File: config.mk
export PLATFORM = sky130hd
export DESIGN_NAME = crystal_crosstalk_spreader_flat
export DESIGN_NICKNAME = d
export VERILOG_FILES = /design/src/ccs_pkg.sv /design/src/ccs_ifs.sv /design/src/ccs_cfg.sv /design/src/ccs_seq.sv /design/src/ccs_emit.sv /design/src/crystal_crosstalk_spreader.sv /design/src/flat_wrapper.sv
export SDC_FILE = /design/constraint.sdc
export NUM_CORES = 2
export LEC_CHECK = 0
export ABC_AREA = 1
export CORE_MARGIN = 4
export CORE_UTILIZATION = 55
export DETAILED_ROUTE_END_ITERATION = 10
export DONT_BUFFER_PORTS = 1
export PLACE_DENSITY_LB_ADDON = 0.05
export SYNTH_ARGS = -nofsm -noshare
export SYNTH_HDL_FRONTEND = slang
export SYNTH_SLANG_ARGS = --single-unit
File: constraint.sdc
create_clock -name clk -period 11.94 [get_ports clk]
set_input_delay 2.985 -clock clk [delete_from_list [all_inputs] [get_ports clk]]
set_output_delay 2.985 -clock clk [all_outputs]
set_load 0.005 [all_outputs]
File: src/ccs_pkg.sv
// Shared types, constants and helpers for the crystal crosstalk spreader.
// No dependencies; every other file in src/ refers to this package.
`default_nettype none

package ccs_pkg;

  localparam int unsigned MAX_SIDE   = 256;
  localparam int unsigned POS_W      = 8;
  localparam int unsigned SIZE_W     = 9;
  localparam int unsigned ENERGY_W   = 32;
  localparam int unsigned FRAC_W     = 16;
  localparam int unsigned WEIGHT_W   = FRAC_W + 1;        // 1.0 in Q0.16 needs 17 bits
  localparam int unsigned ONE_Q16    = 1 << FRAC_W;
  localparam int unsigned NB_NUM     = 18;                // 6 face + 12 diagonal
  localparam int unsigned FACE_NUM   = 6;
  localparam int unsigned IDX_W      = $clog2(NB_NUM);
  localparam int unsigned SUM_W      = FRAC_W + $clog2(NB_NUM) + 1;
  localparam int unsigned REDUCE_W   = FRAC_W + 3;        // 4*edge + 4*corner
  localparam int unsigned PROD_W     = ENERGY_W + WEIGHT_W;
  localparam int unsigned KIND_W     = 2;
  localparam int unsigned CFG_IDX_W  = 3;
  localparam int unsigned CFG_DATA_W = FRAC_W;

  typedef enum logic [CFG_IDX_W-1:0] {
    REG_EDGE_FRACTION   = 3'd0,
    REG_CORNER_FRACTION = 3'd1,
    REG_SIZE_X          = 3'd2,
    REG_SIZE_Y          = 3'd3,
    REG_SIZE_Z          = 3'd4
  } cfg_reg_t;

  typedef enum logic [KIND_W-1:0] {
    KIND_FACE = 2'd0,
    KIND_DIAG = 2'd1,
    KIND_ORIG = 2'd2
  } hit_kind_t;

  // per-axis step of a neighbor
  typedef enum logic [1:0] {
    OFF_NONE = 2'd0,
    OFF_DN   = 2'd1,
    OFF_UP   = 2'd2
  } off_t;

  typedef struct packed {
    off_t dx;
    off_t dy;
    off_t dz;
  } nb_off_t;

  // emission order: faces, then in-plane diagonals
  localparam nb_off_t NB_OFF [NB_NUM] = '{
    '{OFF_DN,   OFF_NONE, OFF_NONE},
    '{OFF_UP,   OFF_NONE, OFF_NONE},
    '{OFF_NONE, OFF_DN,   OFF_NONE},
    '{OFF_NONE, OFF_UP,   OFF_NONE},
    '{OFF_NONE, OFF_NONE, OFF_DN  },
    '{OFF_NONE, OFF_NONE, OFF_UP  },
    '{OFF_DN,   OFF_DN,   OFF_NONE},
    '{OFF_DN,   OFF_UP,   OFF_NONE},
    '{OFF_DN,   OFF_NONE, OFF_DN  },
    '{OFF_DN,   OFF_NONE, OFF_UP  },
    '{OFF_UP,   OFF_DN,   OFF_NONE},
    '{OFF_UP,   OFF_UP,   OFF_NONE},
    '{OFF_UP,   OFF_NONE, OFF_DN  },
    '{OFF_UP,   OFF_NONE, OFF_UP  },
    '{OFF_NONE, OFF_DN,   OFF_DN  },
    '{OFF_NONE, OFF_DN,   OFF_UP  },
    '{OFF_NONE, OFF_UP,   OFF_DN  },
    '{OFF_NONE, OFF_UP,   OFF_UP  }
  };

  typedef struct packed {
    logic [FRAC_W-1:0]   edge_frac;
    logic [FRAC_W-1:0]   corner_frac;
    logic [SIZE_W-1:0]   size_x;     // clamped to 1..MAX_SIDE
    logic [SIZE_W-1:0]   size_y;
    logic [SIZE_W-1:0]   size_z;
    logic [WEIGHT_W-1:0] weight;     // weight of the reduced original
  } cfg_t;

  typedef struct packed {
    logic [POS_W-1:0]    x;
    logic [POS_W-1:0]    y;
    logic [POS_W-1:0]    z;
    logic [ENERGY_W-1:0] energy;
    logic [WEIGHT_W-1:0] frac;
    hit_kind_t           kind;
    logic                flag;
    logic                last;
  } emit_t;

  function automatic logic [SIZE_W-1:0] eff_size(input logic [SIZE_W-1:0] s);
    logic [SIZE_W-1:0] r;
    if (s == '0) begin
      r = SIZE_W'(1);
    end else if (s > SIZE_W'(MAX_SIDE)) begin
      r = SIZE_W'(MAX_SIDE);
    end else begin
      r = s;
    end
    return r;
  endfunction

  function automatic logic axis_ok(input logic [POS_W-1:0] pos, input off_t off,
                                   input logic [SIZE_W-1:0] size);
    logic r;
    case (off)
      OFF_DN:  r = (pos != '0);
      OFF_UP:  r = ((SIZE_W'(pos) + SIZE_W'(1)) < size);
      default: r = 1'b1;
    endcase
    return r;
  endfunction

  function automatic logic [POS_W-1:0] step_pos(input logic [POS_W-1:0] pos,
                                                input off_t off);
    logic [POS_W-1:0] r;
    case (off)
      OFF_DN:  r = pos - POS_W'(1);
      OFF_UP:  r = pos + POS_W'(1);
      default: r = pos;
    endcase
    return r;
  endfunction

endpackage

`default_nettype wire

File: src/ccs_ifs.sv
// Handshake channels of the spreader: incoming hits and emitted hits.
// Depends on ccs_pkg for field widths.
`default_nettype none

interface ccs_hit_if;
  logic                            valid;
  logic                            ready;
  logic [ccs_pkg::POS_W-1:0]       pos_x;
  logic [ccs_pkg::POS_W-1:0]       pos_y;
  logic [ccs_pkg::POS_W-1:0]       pos_z;
  logic [ccs_pkg::ENERGY_W-1:0]    hit_energy;

  modport source (output valid, pos_x, pos_y, pos_z, hit_energy, input ready);
  modport sink   (input valid, pos_x, pos_y, pos_z, hit_energy, output ready);
endinterface

interface ccs_res_if;
  logic                            valid;
  logic                            ready;
  logic [ccs_pkg::POS_W-1:0]       out_x;
  logic [ccs_pkg::POS_W-1:0]       out_y;
  logic [ccs_pkg::POS_W-1:0]       out_z;
  logic [ccs_pkg::ENERGY_W-1:0]    out_energy;
  logic [ccs_pkg::KIND_W-1:0]      hit_kind;
  logic                            too_much_energy;
  logic                            last;

  modport source (output valid, out_x, out_y, out_z, out_energy, hit_kind,
                  too_much_energy, last, input ready);
  modport sink   (input valid, out_x, out_y, out_z, out_energy, hit_kind,
                  too_much_energy, last, output ready);
endinterface

`default_nettype wire

File: src/ccs_cfg.sv
// Configuration registers plus derived values (clamped sizes, original weight).
// Depends on ccs_pkg.
`default_nettype none

module ccs_cfg (
  input  wire logic                           clk,
  input  wire logic                           rst,
  input  wire logic                           cfg_we,
  input  wire logic [ccs_pkg::CFG_IDX_W-1:0]  cfg_index,
  input  wire logic [ccs_pkg::CFG_DATA_W-1:0] cfg_data,
  output ccs_pkg::cfg_t                       cfg
);

  logic [ccs_pkg::FRAC_W-1:0]   edge_fraction;
  logic [ccs_pkg::FRAC_W-1:0]   corner_fraction;
  logic [ccs_pkg::SIZE_W-1:0]   size_x;
  logic [ccs_pkg::SIZE_W-1:0]   size_y;
  logic [ccs_pkg::SIZE_W-1:0]   size_z;
  logic [ccs_pkg::REDUCE_W-1:0] reduce;

  always_ff @(posedge clk) begin
    if (rst) begin
      edge_fraction   <= '0;
      corner_fraction <= '0;
      size_x          <= ccs_pkg::SIZE_W'(1);
      size_y          <= ccs_pkg::SIZE_W'(1);
      size_z          <= ccs_pkg::SIZE_W'(1);
    end else if (cfg_we) begin
      case (ccs_pkg::cfg_reg_t'(cfg_index))
        ccs_pkg::REG_EDGE_FRACTION:   edge_fraction   <= cfg_data;
        ccs_pkg::REG_CORNER_FRACTION: corner_fraction <= cfg_data;
        ccs_pkg::REG_SIZE_X:          size_x <= cfg_data[ccs_pkg::SIZE_W-1:0];
        ccs_pkg::REG_SIZE_Y:          size_y <= cfg_data[ccs_pkg::SIZE_W-1:0];
        ccs_pkg::REG_SIZE_Z:          size_z <= cfg_data[ccs_pkg::SIZE_W-1:0];
        default: ;
      endcase
    end
  end

  always_comb begin
    reduce = (ccs_pkg::REDUCE_W'(edge_fraction) << 2)
           + (ccs_pkg::REDUCE_W'(corner_fraction) << 2);
    cfg.edge_frac   = edge_fraction;
    cfg.corner_frac = corner_fraction;
    cfg.size_x      = ccs_pkg::eff_size(size_x);
    cfg.size_y      = ccs_pkg::eff_size(size_y);
    cfg.size_z      = ccs_pkg::eff_size(size_z);
    if (reduce >= ccs_pkg::REDUCE_W'(ccs_pkg::ONE_Q16)) begin
      cfg.weight = '0;
    end else begin
      cfg.weight = ccs_pkg::WEIGHT_W'(ccs_pkg::REDUCE_W'(ccs_pkg::ONE_Q16) - reduce);
    end
  end

endmodule

`default_nettype wire

File: src/ccs_seq.sv
// Hold register for the current hit and the neighbor sequencer.
// Depends on ccs_pkg and ccs_hit_if.
`default_nettype none

module ccs_seq (
  input  wire logic   clk,
  input  wire logic   rst,
  input  ccs_pkg::cfg_t cfg,
  ccs_hit_if.sink     hit,
  input  wire logic   take,
  output logic        emit_valid,
  output ccs_pkg::emit_t emit
);

  logic                          hold_valid;
  logic [ccs_pkg::POS_W-1:0]     hold_x;
  logic [ccs_pkg::POS_W-1:0]     hold_y;
  logic [ccs_pkg::POS_W-1:0]     hold_z;
  logic [ccs_pkg::ENERGY_W-1:0]  hold_energy;
  logic [ccs_pkg::NB_NUM-1:0]    mask;       // neighbors still to emit
  logic [ccs_pkg::NB_NUM-1:0]    mask_next;  // presence mask of the incoming hit
  logic [ccs_pkg::SUM_W-1:0]     sum_acc;    // fractions emitted so far

  logic [ccs_pkg::IDX_W-1:0]     idx;
  logic                          have_nb;
  logic                          fire;
  logic                          finish;
  logic                          accept;

  // presence of each neighbor, gated by its fraction being nonzero
  always_comb begin
    for (int i = 0; i < ccs_pkg::NB_NUM; i++) begin
      mask_next[i] = ccs_pkg::axis_ok(hit.pos_x, ccs_pkg::NB_OFF[i].dx, cfg.size_x)
                   & ccs_pkg::axis_ok(hit.pos_y, ccs_pkg::NB_OFF[i].dy, cfg.size_y)
                   & ccs_pkg::axis_ok(hit.pos_z, ccs_pkg::NB_OFF[i].dz, cfg.size_z)
                   & ((i < ccs_pkg::FACE_NUM) ? (cfg.edge_frac != '0)
                                              : (cfg.corner_frac != '0));
    end
  end

  // lowest pending neighbor goes first
  always_comb begin
    idx = '0;
    for (int i = ccs_pkg::NB_NUM - 1; i >= 0; i--) begin
      if (mask[i]) begin
        idx = ccs_pkg::IDX_W'(i);
      end
    end
  end

  assign have_nb = |mask;

  always_comb begin
    if (have_nb) begin
      emit.x      = ccs_pkg::step_pos(hold_x, ccs_pkg::NB_OFF[idx].dx);
      emit.y      = ccs_pkg::step_pos(hold_y, ccs_pkg::NB_OFF[idx].dy);
      emit.z      = ccs_pkg::step_pos(hold_z, ccs_pkg::NB_OFF[idx].dz);
      emit.energy = hold_energy;
      if (idx < ccs_pkg::IDX_W'(ccs_pkg::FACE_NUM)) begin
        emit.frac = ccs_pkg::WEIGHT_W'(cfg.edge_frac);
        emit.kind = ccs_pkg::KIND_FACE;
      end else begin
        emit.frac = ccs_pkg::WEIGHT_W'(cfg.corner_frac);
        emit.kind = ccs_pkg::KIND_DIAG;
      end
      emit.flag = 1'b0;
      emit.last = 1'b0;
    end else begin
      emit.x      = hold_x;
      emit.y      = hold_y;
      emit.z      = hold_z;
      emit.energy = hold_energy;
      emit.frac   = cfg.weight;
      emit.kind   = ccs_pkg::KIND_ORIG;
      emit.flag   = (hold_energy == '0)
                  || (sum_acc >= ccs_pkg::SUM_W'(ccs_pkg::ONE_Q16));
      emit.last   = 1'b1;
    end
  end

  assign emit_valid = hold_valid;
  assign fire       = hold_valid && take;
  assign finish     = fire && !have_nb;
  assign hit.ready  = !hold_valid || finish;
  assign accept     = hit.valid && hit.ready;

  always_ff @(posedge clk) begin
    if (rst) begin
      hold_valid <= 1'b0;
    end else if (accept) begin
      hold_valid <= 1'b1;
    end else if (finish) begin
      hold_valid <= 1'b0;
    end
  end

  always_ff @(posedge clk) begin
    if (accept) begin
      hold_x      <= hit.pos_x;
      hold_y      <= hit.pos_y;
      hold_z      <= hit.pos_z;
      hold_energy <= hit.hit_energy;
      mask        <= mask_next;
      sum_acc     <= '0;
    end else if (fire && have_nb) begin
      mask    <= mask & (mask - ccs_pkg::NB_NUM'(1));
      sum_acc <= sum_acc + ccs_pkg::SUM_W'(emit.frac);
    end
  end

endmodule

`default_nettype wire

File: src/ccs_emit.sv
// Energy scaling and the result register driving the output channel.
// Depends on ccs_pkg and ccs_res_if.
`default_nettype none

module ccs_emit (
  input  wire logic      clk,
  input  wire logic      rst,
  input  wire logic      emit_valid,
  input  ccs_pkg::emit_t emit,
  output logic           take,
  ccs_res_if.source      res
);

  logic                            out_valid;
  logic [ccs_pkg::POS_W-1:0]       out_x;
  logic [ccs_pkg::POS_W-1:0]       out_y;
  logic [ccs_pkg::POS_W-1:0]       out_z;
  logic [ccs_pkg::ENERGY_W-1:0]    out_energy;
  logic [ccs_pkg::KIND_W-1:0]      out_kind;
  logic                            out_flag;
  logic                            out_last;
  logic [ccs_pkg::PROD_W-1:0]      prod;

  // E * frac in Q0.16; result never exceeds E, so bits above stay zero
  assign prod = ccs_pkg::PROD_W'(emit.energy) * ccs_pkg::PROD_W'(emit.frac);
  assign take = !out_valid || res.ready;

  always_ff @(posedge clk) begin
    if (rst) begin
      out_valid <= 1'b0;
    end else if (take) begin
      out_valid <= emit_valid;
    end
  end

  always_ff @(posedge clk) begin
    if (take && emit_valid) begin
      out_x      <= emit.x;
      out_y      <= emit.y;
      out_z      <= emit.z;
      out_energy <= prod[ccs_pkg::FRAC_W +: ccs_pkg::ENERGY_W];
      out_kind   <= emit.kind;
      out_flag   <= emit.flag;
      out_last   <= emit.last;
    end
  end

  assign res.valid           = out_valid;
  assign res.out_x           = out_x;
  assign res.out_y           = out_y;
  assign res.out_z           = out_z;
  assign res.out_energy      = out_energy;
  assign res.hit_kind        = out_kind;
  assign res.too_much_energy = out_flag;
  assign res.last            = out_last;

endmodule

`default_nettype wire

File: src/crystal_crosstalk_spreader.sv
// Top level of the crystal crosstalk spreader.
// Depends on ccs_pkg, ccs_ifs (ccs_hit_if, ccs_res_if), ccs_cfg, ccs_seq, ccs_emit.
//
//   channel  | dir | handshake      | payload
//   ---------+-----+----------------+---------------------------------------------
//   hit      | in  | valid/ready    | pos_x, pos_y, pos_z, hit_energy
//   res      | out | valid/ready    | out_x/y/z, out_energy, hit_kind,
//            |     |                | too_much_energy, last
//   cfg      | in  | cfg_we only    | cfg_index (register), cfg_data
//
// Each hit occupies the hold register while its N neighbors (0..18) and then
// the original are emitted; one request leaves per cycle while res is not
// stalled, set by the single result register. A taken hit loads the hold
// register, and its first request then moves into the result register and on
// to res. The next hit loads in the cycle the current one's final request moves
// into the result register, so hits follow with no gap.
// rst is synchronous, active high; it clears valids and fractions, sets sizes to 1.
// A stall on res holds the result register and the hold register together;
// hit.ready stays low while a held hit is waiting.
`default_nettype none

module crystal_crosstalk_spreader (
  input  wire logic                           clk,
  input  wire logic                           rst,
  input  wire logic                           cfg_we,
  input  wire logic [ccs_pkg::CFG_IDX_W-1:0]  cfg_index,
  input  wire logic [ccs_pkg::CFG_DATA_W-1:0] cfg_data,
  ccs_hit_if.sink                             hit,
  ccs_res_if.source                           res
);

  ccs_pkg::cfg_t  cfg;     // live config, sizes already clamped
  ccs_pkg::emit_t emit;    // next request from the sequencer
  logic           emit_valid;
  logic           take;    // result register can load this cycle

  ccs_cfg u_cfg (
    .clk       (clk),
    .rst       (rst),
    .cfg_we    (cfg_we),
    .cfg_index (cfg_index),
    .cfg_data  (cfg_data),
    .cfg       (cfg)
  );

  // walks the neighbor mask of the held hit, original hit last
  ccs_seq u_seq (
    .clk        (clk),
    .rst        (rst),
    .cfg        (cfg),
    .hit        (hit),
    .take       (take),
    .emit_valid (emit_valid),
    .emit       (emit)
  );

  // scales the energy and registers the request
  ccs_emit u_emit (
    .clk        (clk),
    .rst        (rst),
    .emit_valid (emit_valid),
    .emit       (emit),
    .take       (take),
    .res        (res)
  );

endmodule

`default_nettype wire
File: src/flat_wrapper.sv
// flat-port wrapper written by rule: the top's interface ports become plain ports
module crystal_crosstalk_spreader_flat 
  (clk, rst, cfg_we, cfg_index, cfg_data, hit_valid, hit_pos_x, hit_pos_y, hit_pos_z, hit_hit_energy, hit_ready, res_valid, res_out_x, res_out_y, res_out_z, res_out_energy, res_hit_kind, res_too_much_energy, res_last, res_ready);
  ccs_hit_if hit_i ();
  ccs_res_if res_i ();
  input  wire logic clk;
  input  wire logic rst;
  input  wire logic cfg_we;
  input  wire logic [ccs_pkg::CFG_IDX_W-1:0] cfg_index;
  input  wire logic [ccs_pkg::CFG_DATA_W-1:0] cfg_data;
  input wire logic [$bits(hit_i.valid)-1:0] hit_valid;
  input wire logic [$bits(hit_i.pos_x)-1:0] hit_pos_x;
  input wire logic [$bits(hit_i.pos_y)-1:0] hit_pos_y;
  input wire logic [$bits(hit_i.pos_z)-1:0] hit_pos_z;
  input wire logic [$bits(hit_i.hit_energy)-1:0] hit_hit_energy;
  output wire logic [$bits(hit_i.ready)-1:0] hit_ready;
  output wire logic [$bits(res_i.valid)-1:0] res_valid;
  output wire logic [$bits(res_i.out_x)-1:0] res_out_x;
  output wire logic [$bits(res_i.out_y)-1:0] res_out_y;
  output wire logic [$bits(res_i.out_z)-1:0] res_out_z;
  output wire logic [$bits(res_i.out_energy)-1:0] res_out_energy;
  output wire logic [$bits(res_i.hit_kind)-1:0] res_hit_kind;
  output wire logic [$bits(res_i.too_much_energy)-1:0] res_too_much_energy;
  output wire logic [$bits(res_i.last)-1:0] res_last;
  input wire logic [$bits(res_i.ready)-1:0] res_ready;
  assign hit_i.valid = hit_valid;
  assign hit_i.pos_x = hit_pos_x;
  assign hit_i.pos_y = hit_pos_y;
  assign hit_i.pos_z = hit_pos_z;
  assign hit_i.hit_energy = hit_hit_energy;
  assign hit_ready = hit_i.ready;
  assign res_valid = res_i.valid;
  assign res_out_x = res_i.out_x;
  assign res_out_y = res_i.out_y;
  assign res_out_z = res_i.out_z;
  assign res_out_energy = res_i.out_energy;
  assign res_hit_kind = res_i.hit_kind;
  assign res_too_much_energy = res_i.too_much_energy;
  assign res_last = res_i.last;
  assign res_i.ready = res_ready;
  crystal_crosstalk_spreader u_core (.clk(clk), .rst(rst), .cfg_we(cfg_we), .cfg_index(cfg_index), .cfg_data(cfg_data), .hit(hit_i), .res(res_i));
endmodule
# Yosys cells after proc, flatten, opt, wreduce, memory -nomap -nowiden
# Memories as Yosys holds them, arrays and structs flattened.
# Cells that the tools add are included.
# totals
ff_bits	217
mem_bits_ro	192
inputBits	80
out_inout_bits	62
memories	1
# classes
addsub	13
n_mul	1
magnitude_cmp	10
eq_ne	10
muxes	36
bitwise_logic	32
n_reduce_logical	28
# mem_list
memory	words	width	read_ports	rd_ports_with_merged_regs	wr	line	rtl
(no name shown)	32	6	1	0	0	ccs_seq.sv:57	emit.z = ccs_pkg::step_pos(hold_z, ccs_pkg::NB_OFF[idx].dz);
# ops
operator	count
5-bit two-way mux	18
77-bit two-way mux	1
18-bit two-way mux	3
9-bit two-way mux	6
32-bit by 17-bit multiplier with 48-bit output	1
8-bit one-hot mux with 2 select lines	3
32-bit logical NOT	1
16-bit nonzero test	2
1-bit AND	30
8-bit by 1-bit adder with 9-bit output, second input constant	3
9-bit > comparator, second input constant	3
9-bit logical NOT	3
9-bit less-than comparator	3
8-bit by 1-bit adder with 8-bit output, second input constant	3
8-bit nonzero test	3
8-bit by 1-bit subtractor with 8-bit output, second input constant	3
22-bit by 17-bit adder with 22-bit output	1
22-bit by 17-bit >= comparator with 1-bit output, second input constant	1
18-bit by 18-bit adder with 19-bit output	1
19-bit by 17-bit >= comparator with 1-bit output, second input constant	1
18-bit AND	1
18-bit OR reduction	1
18-bit by 1-bit subtractor with 18-bit output, second input constant	1
17-bit two-way mux	1
other kinds (17)	36

# Longest topological paths before layout
# depth
word_depth	26
ltp_mapped	42
mapped_depth_nobuf	42

# Cells and area by module
# A second synthesis with hierarchy kept.
# hier_totals
cells_unflattened	3994
hier_area_um2	30737.0
# by_module_without_submodules
module	n_inst	cells_per_inst	area_per_inst_um2	seq_area_each_um2
ccs_emit	1	2524	19835.3	1821.7
ccs_seq	1	889	7200.7	2682.6
ccs_cfg	1	581	3701.0	1181.1

# Least setup slack after synthesis
# No wires, ideal clock.
# synth_timing
kind	input-to-reg
start	in res_ready
end	reg u_core.u_seq.mask[0] (netlist name) (enable)
t_arrival_ps	7173
required_ps	11567
setup_slack_ps	4394
path_stages	7
cell_sequence	inv_1 -> a21oi_1 -> nand2_1 -> inv_1 -> nor2_1 -> clkbuf_1 -> inv_1
# synth_between
elab_chain_cells	6
word_cells_on_any_way	7
# synth_rtl
item	line	rtl
from (decl)	flat_wrapper.sv:25	input wire logic [$bits(res_i.ready)-1:0] res_ready;
1-bit logical OR *	ccs_emit.sv:26	assign take = !out_valid || res.ready;
1-bit logical AND *	ccs_seq.sv:82	assign fire = hold_valid && take;
net u_core.u_seq.fire	ccs_seq.sv:26	logic fire;
1-bit logical AND	ccs_seq.sv:83	assign finish = fire && !have_nb;
1-bit logical OR	ccs_seq.sv:84	assign hit.ready = !hold_valid || finish;
1-bit logical AND	ccs_seq.sv:85	assign accept = hit.valid && hit.ready;
2-bit nonzero test (no line) *	--	
to (signal assigned)	ccs_seq.sv:103	mask <= mask_next;
to (signal assigned)	ccs_seq.sv:106	mask <= mask & (mask - ccs_pkg::NB_NUM'(1));
to (decl)	ccs_seq.sv:20	logic [ccs_pkg::NB_NUM-1:0] mask;
# Mark *: on every way through the listed nets, which the timed path passes. The rest lies on a longest branch.
# A chain may end at the register's enable or synchronous reset.

# Worst setup path after layout
# layout_timing
start	reg u_core.u_cfg.corner_fraction[0] (netlist name)
end	reg u_core.u_emit.out_energy, in the netlist u_core.u_emit.res.out_energy[28], data pin
# layout_between
elab_chain_cells	5
word_cells_on_any_way	7
# layout_rtl
item	line	rtl
from (decl)	ccs_cfg.sv:15	logic [ccs_pkg::FRAC_W-1:0] corner_fraction;
from (signal assigned)	ccs_cfg.sv:31	ccs_pkg::REG_CORNER_FRACTION: corner_fraction <= cfg_data;
18-bit by 18-bit adder with 19-bit output	ccs_cfg.sv:42	+ (ccs_pkg::REDUCE_W'(corner_fraction) << 2);
17-bit subtractor or 19-bit by 17-bit >= comparator with 1-bit output (tied branches)	ccs_cfg.sv:51, ccs_cfg.sv:48	
17-bit two-way mux	ccs_cfg.sv:48	if (reduce >= ccs_pkg::REDUCE_W'(ccs_pkg::ONE_Q16)) begin
77-bit two-way mux *	ccs_seq.sv:54	if (have_nb) begin
32-bit by 17-bit multiplier with 48-bit output *	ccs_emit.sv:25	assign prod = ccs_pkg::PROD_W'(emit.energy) * ccs_pkg::PROD_W'(emit.frac);
net u_core.u_emit.prod, one bit	ccs_emit.sv:22	logic [ccs_pkg::PROD_W-1:0] prod;
to (signal assigned)	ccs_emit.sv:41	out_energy <= prod[ccs_pkg::FRAC_W +: ccs_pkg::ENERGY_W];
to (decl)	ccs_emit.sv:18	logic [ccs_pkg::ENERGY_W-1:0] out_energy;
# Marked as above.

==> results.sh <==
export IMPL_synth_edff_count=134
export IMPL_final_area_mm2=0.03123
export IMPL_clkTransAtPathRegs_ns=0.07
export IMPL_finalNetCount=4389
export IMPL_worstSetupPathType="flip-flop to flip-flop"
export IMPL_final_cells=4373
export IMPL_drtPass1Iterations=6
export IMPL_slew_headroom_pct=5.111
export IMPL_critPathLaunchType="flip-flop"
export IMPL_status="complete, no violations"
export IMPL_synth_seq_cells=217
export IMPL_grt_pass1_wl_um=141900
export IMPL_ys_seq_area_share_pct=19.03
export IMPL_port_buffers=0
export IMPL_die_area_mm2=0.05811
export IMPL_whs_endpoint="u_core.u_seq.sum_acc[3]$_SDFFE_PP0P_"
export IMPL_fin_crit_sh_pct=80.35
export IMPL_hold_class="flip-flop to flip-flop"
export IMPL_cts_sinks=217
export IMPL_syn_nets=4456
export IMPL_r2r_end="u_core.u_emit.res.out_energy[28]$_DFFE_PP_"
export IMPL_rsz0062_at_grt="no"
export IMPL_crit_buf_inv=4
export IMPL_yosysWarnings=0
export IMPL_fillers=5027
export IMPL_avgSynthCellArea_um2=8.029
export IMPL_holdBufCountCts=0
export IMPL_cap_violations=0
export IMPL_synth_area_mm2=0.02988
export IMPL_ctsLongestPathBuffers=3
export IMPL_io_pins=142
export IMPL_post_cts_setup_buffer_count=0
export IMPL_tightest_slew_ns=1.411
export IMPL_worstPathRequired_ns=12.30
export IMPL_skew_ns=0.02550
export IMPL_worstRegToRegCells=31
export IMPL_grt_pass1_vias=25107
export IMPL_path_max_fanout=23
export IMPL_insertion_delay_ns=0.59
export IMPL_yosysUniqueCellTypes=57
export IMPL_htreeDepth=1
export IMPL_die_w_um=241.1
export IMPL_powerDensity_mw_per_mm2=131.7
export IMPL_crit_path_end_kind="flip-flop"
export IMPL_grt_util_all_layers_pct=31.71
export IMPL_finalSetupTns_ns=0
export IMPL_dp_cells=4321
export IMPL_place_congestion=0.9385
export IMPL_ir_drop_mv=0.1266
export IMPL_avgRoutedWirePerCell_um=20.75
export IMPL_synthFlopType="edfxtp_1"
export IMPL_final_common_cell="inv_1"
export IMPL_p_leak_uw=0.01534
export IMPL_cpLargestDelayFamily="adder cells"
export IMPL_crit_path_max_incr_delay_ns=0.99
export IMPL_vias=24487
export IMPL_routed_via_density=5.600
export IMPL_power_uw=4114
export IMPL_routed_wirelength_um=90730
export IMPL_route_detailed_drc=0
export IMPL_rr_startpoint="u_core.u_cfg.corner_fraction[0]$_SDFFE_PP0P_"
export IMPL_postRouteAntennaNets=0
export IMPL_core_area_mm2=0.05381
export IMPL_drv_slew=0
export IMPL_area_growth_pct=4.536
export IMPL_finalSetupViolations=0
export IMPL_place_ws_ns=2.470
export IMPL_async_reset_ff_share_pct=0
export IMPL_grt_overflow=0
export IMPL_fin_ws_ns=2.347
export IMPL_multi_input_area_mm2=0.02036
export IMPL_rows=85
export IMPL_cts_tree="built"
export IMPL_hp_start="u_core.u_seq.sum_acc[3]$_SDFFE_PP0P_"
export IMPL_drt_iter0_drc=2187
export IMPL_cts_root_buf="clkbuf_16"
export IMPL_fin_crit_ns=9.593
export IMPL_netlist_instances=3721
export IMPL_post_dp_hpwl_um=73540
export IMPL_chipHeight_um=241.1
export IMPL_ctsResizeCount=0
export IMPL_layout_area_seq_mm2=0.005685
export IMPL_antenna_found_initial=3
export IMPL_slowest_stage="nand2_1"
export IMPL_reg2reg_slack_ns=2.35
export IMPL_whs_path_depth=2
export IMPL_cts_made_buffers=27
export IMPL_clock_fmax_mhz=104.2
export IMPL_arrival_ns=9.95
export IMPL_cp_common_cell="fa_1"
export IMPL_start_util_pct=55.52
export IMPL_final_cell_mix="845 x inv_1, 728 x nand2_1, 451 x fa_1"
export IMPL_finalHoldViolCount=0
export IMPL_placed_area_mm2=0.03029
export IMPL_drive_above_1_share_pct=3.946
export IMPL_grt_max_degree=73
## per-layer routing
layer,GRT usage (%),share of wire (%),up-vias
met5,0,0.014,-
met4,8.903,3.4,2
met3,6.159,8.3,154
met2,51.43,46,922
met1,44.01,43,12153
li1,-,-,11256
## synthesized netlist by cell type (all sizes together), types with 3 or more instances
cell    number  share of area (%)
a21o        10               0.28
a21oi      222                4.0
a22oi        3              0.075
a31oi       17               0.36
and2         5               0.10
buf         54                1.3
clkbuf      56               0.70
clkinv      10               0.13
dfxtp       83                5.6
edfxtp     134                 13
fa         451                 30
ha         204                8.5
inv        859                 11
nand2      744                9.5
nand3       86                1.5
nand3b       3              0.075
nand4       30               0.63
nor2       396                5.1
nor3        30               0.56
nor4        19               0.40
o211ai       9               0.23
o21a         5               0.13
o21ai      167                2.8
o21bai       6               0.15
o22ai        5               0.15
o31ai        5               0.14
o32ai        7               0.21
or2          7               0.15
xnor2       34                1.0
xor2        49                1.4
## state kept, by name, indices dropped and copies added, names as in the netlist, 16 cells and up
| name | count |
|---|---|
| u_core.u_seq.mask | 18 |
| u_core.u_cfg.edge_fraction | 16 |
| u_core.u_emit.res.out_energy | 32 |
| u_core.u_seq.hold_energy | 32 |
| u_core.u_seq.sum_acc | 22 |
| u_core.u_cfg.corner_fraction | 16 |
## stage by stage
stage,utilization (%),hold WS [ns]
after floorplan,-,0.4347
after global placement,56.28,0.4477
after detailed placement,56.28,0.4560
after CTS,58.03,0.4730
after global routing,58.03,0.5106
final,58.04,0.4697
## worst reg2reg max path, delay by kind of cell, from the launching register on
kind                       cells  cell delay, ns
and+or+nand+nor               16            3.75
buffers and inverters          4            0.23
DFF                            1            0.34
AOI/OAI and AO/OA              2            0.94
adders and majority gates      9            4.09
## final cells by class
cell class | instances | share of cell area (%)
clock inverters | 15 | 0.5528
multi-input cells | 2525 | 65.19
well taps | 696 | 2.788
repair buffers | 14 | 0.3365
inverters | 869 | 10.45
diodes | 2 | 0.01602
clock buffers | 35 | 2.456
flip-flops and latches | 217 | 18.20
## worst max path at each step
stage | from | to | slack [ns] | cells past startpoint
after floorplan | res_ready | u_core.u_seq.mask[0]$_SDFFCE_PN0P_ | 4.39 | 7
final | u_core.u_cfg.corner_fraction[0]$_SDFFE_PP0P_ | u_core.u_emit.res.out_energy[28]$_DFFE_PP_ | 2.35 | 31
after global placement | u_core.u_cfg.corner_fraction[0]$_SDFFE_PP0P_ | u_core.u_emit.res.out_energy[28]$_DFFE_PP_ | 2.74 | 31
after global routing | u_core.u_cfg.corner_fraction[0]$_SDFFE_PP0P_ | u_core.u_emit.res.out_energy[28]$_DFFE_PP_ | 1.86 | 31
after CTS | u_core.u_cfg.corner_fraction[0]$_SDFFE_PP0P_ | u_core.u_emit.res.out_energy[28]$_DFFE_PP_ | 2.44 | 31
after detailed placement | u_core.u_cfg.corner_fraction[0]$_SDFFE_PP0P_ | u_core.u_emit.res.out_energy[28]$_DFFE_PP_ | 2.47 | 31
## power by group
part	internal (uW)	leakage, uW	switching, uW
Clock	505	0.000459	357
Combinational	760	0.0129	1440
Sequential	962	0.00197	89.1
Total	2230	0.0153	1890
## kinds of logic (layout without fill, tap and decap cells)
group                      Yosys count  after routing  synth area share (%)
and+or+nand+nor                   1322           1322                 18.07
AOI/OAI and AO/OA                  465            465                 8.807
DFF                                217            217                 19.03
other                                0              2                     0
buffers and inverters              979            933                 12.89
xor gates and xnor gates            83             83                 2.433
adders and majority gates          655            655                 38.76
Power figures use the tool's default switching activity.
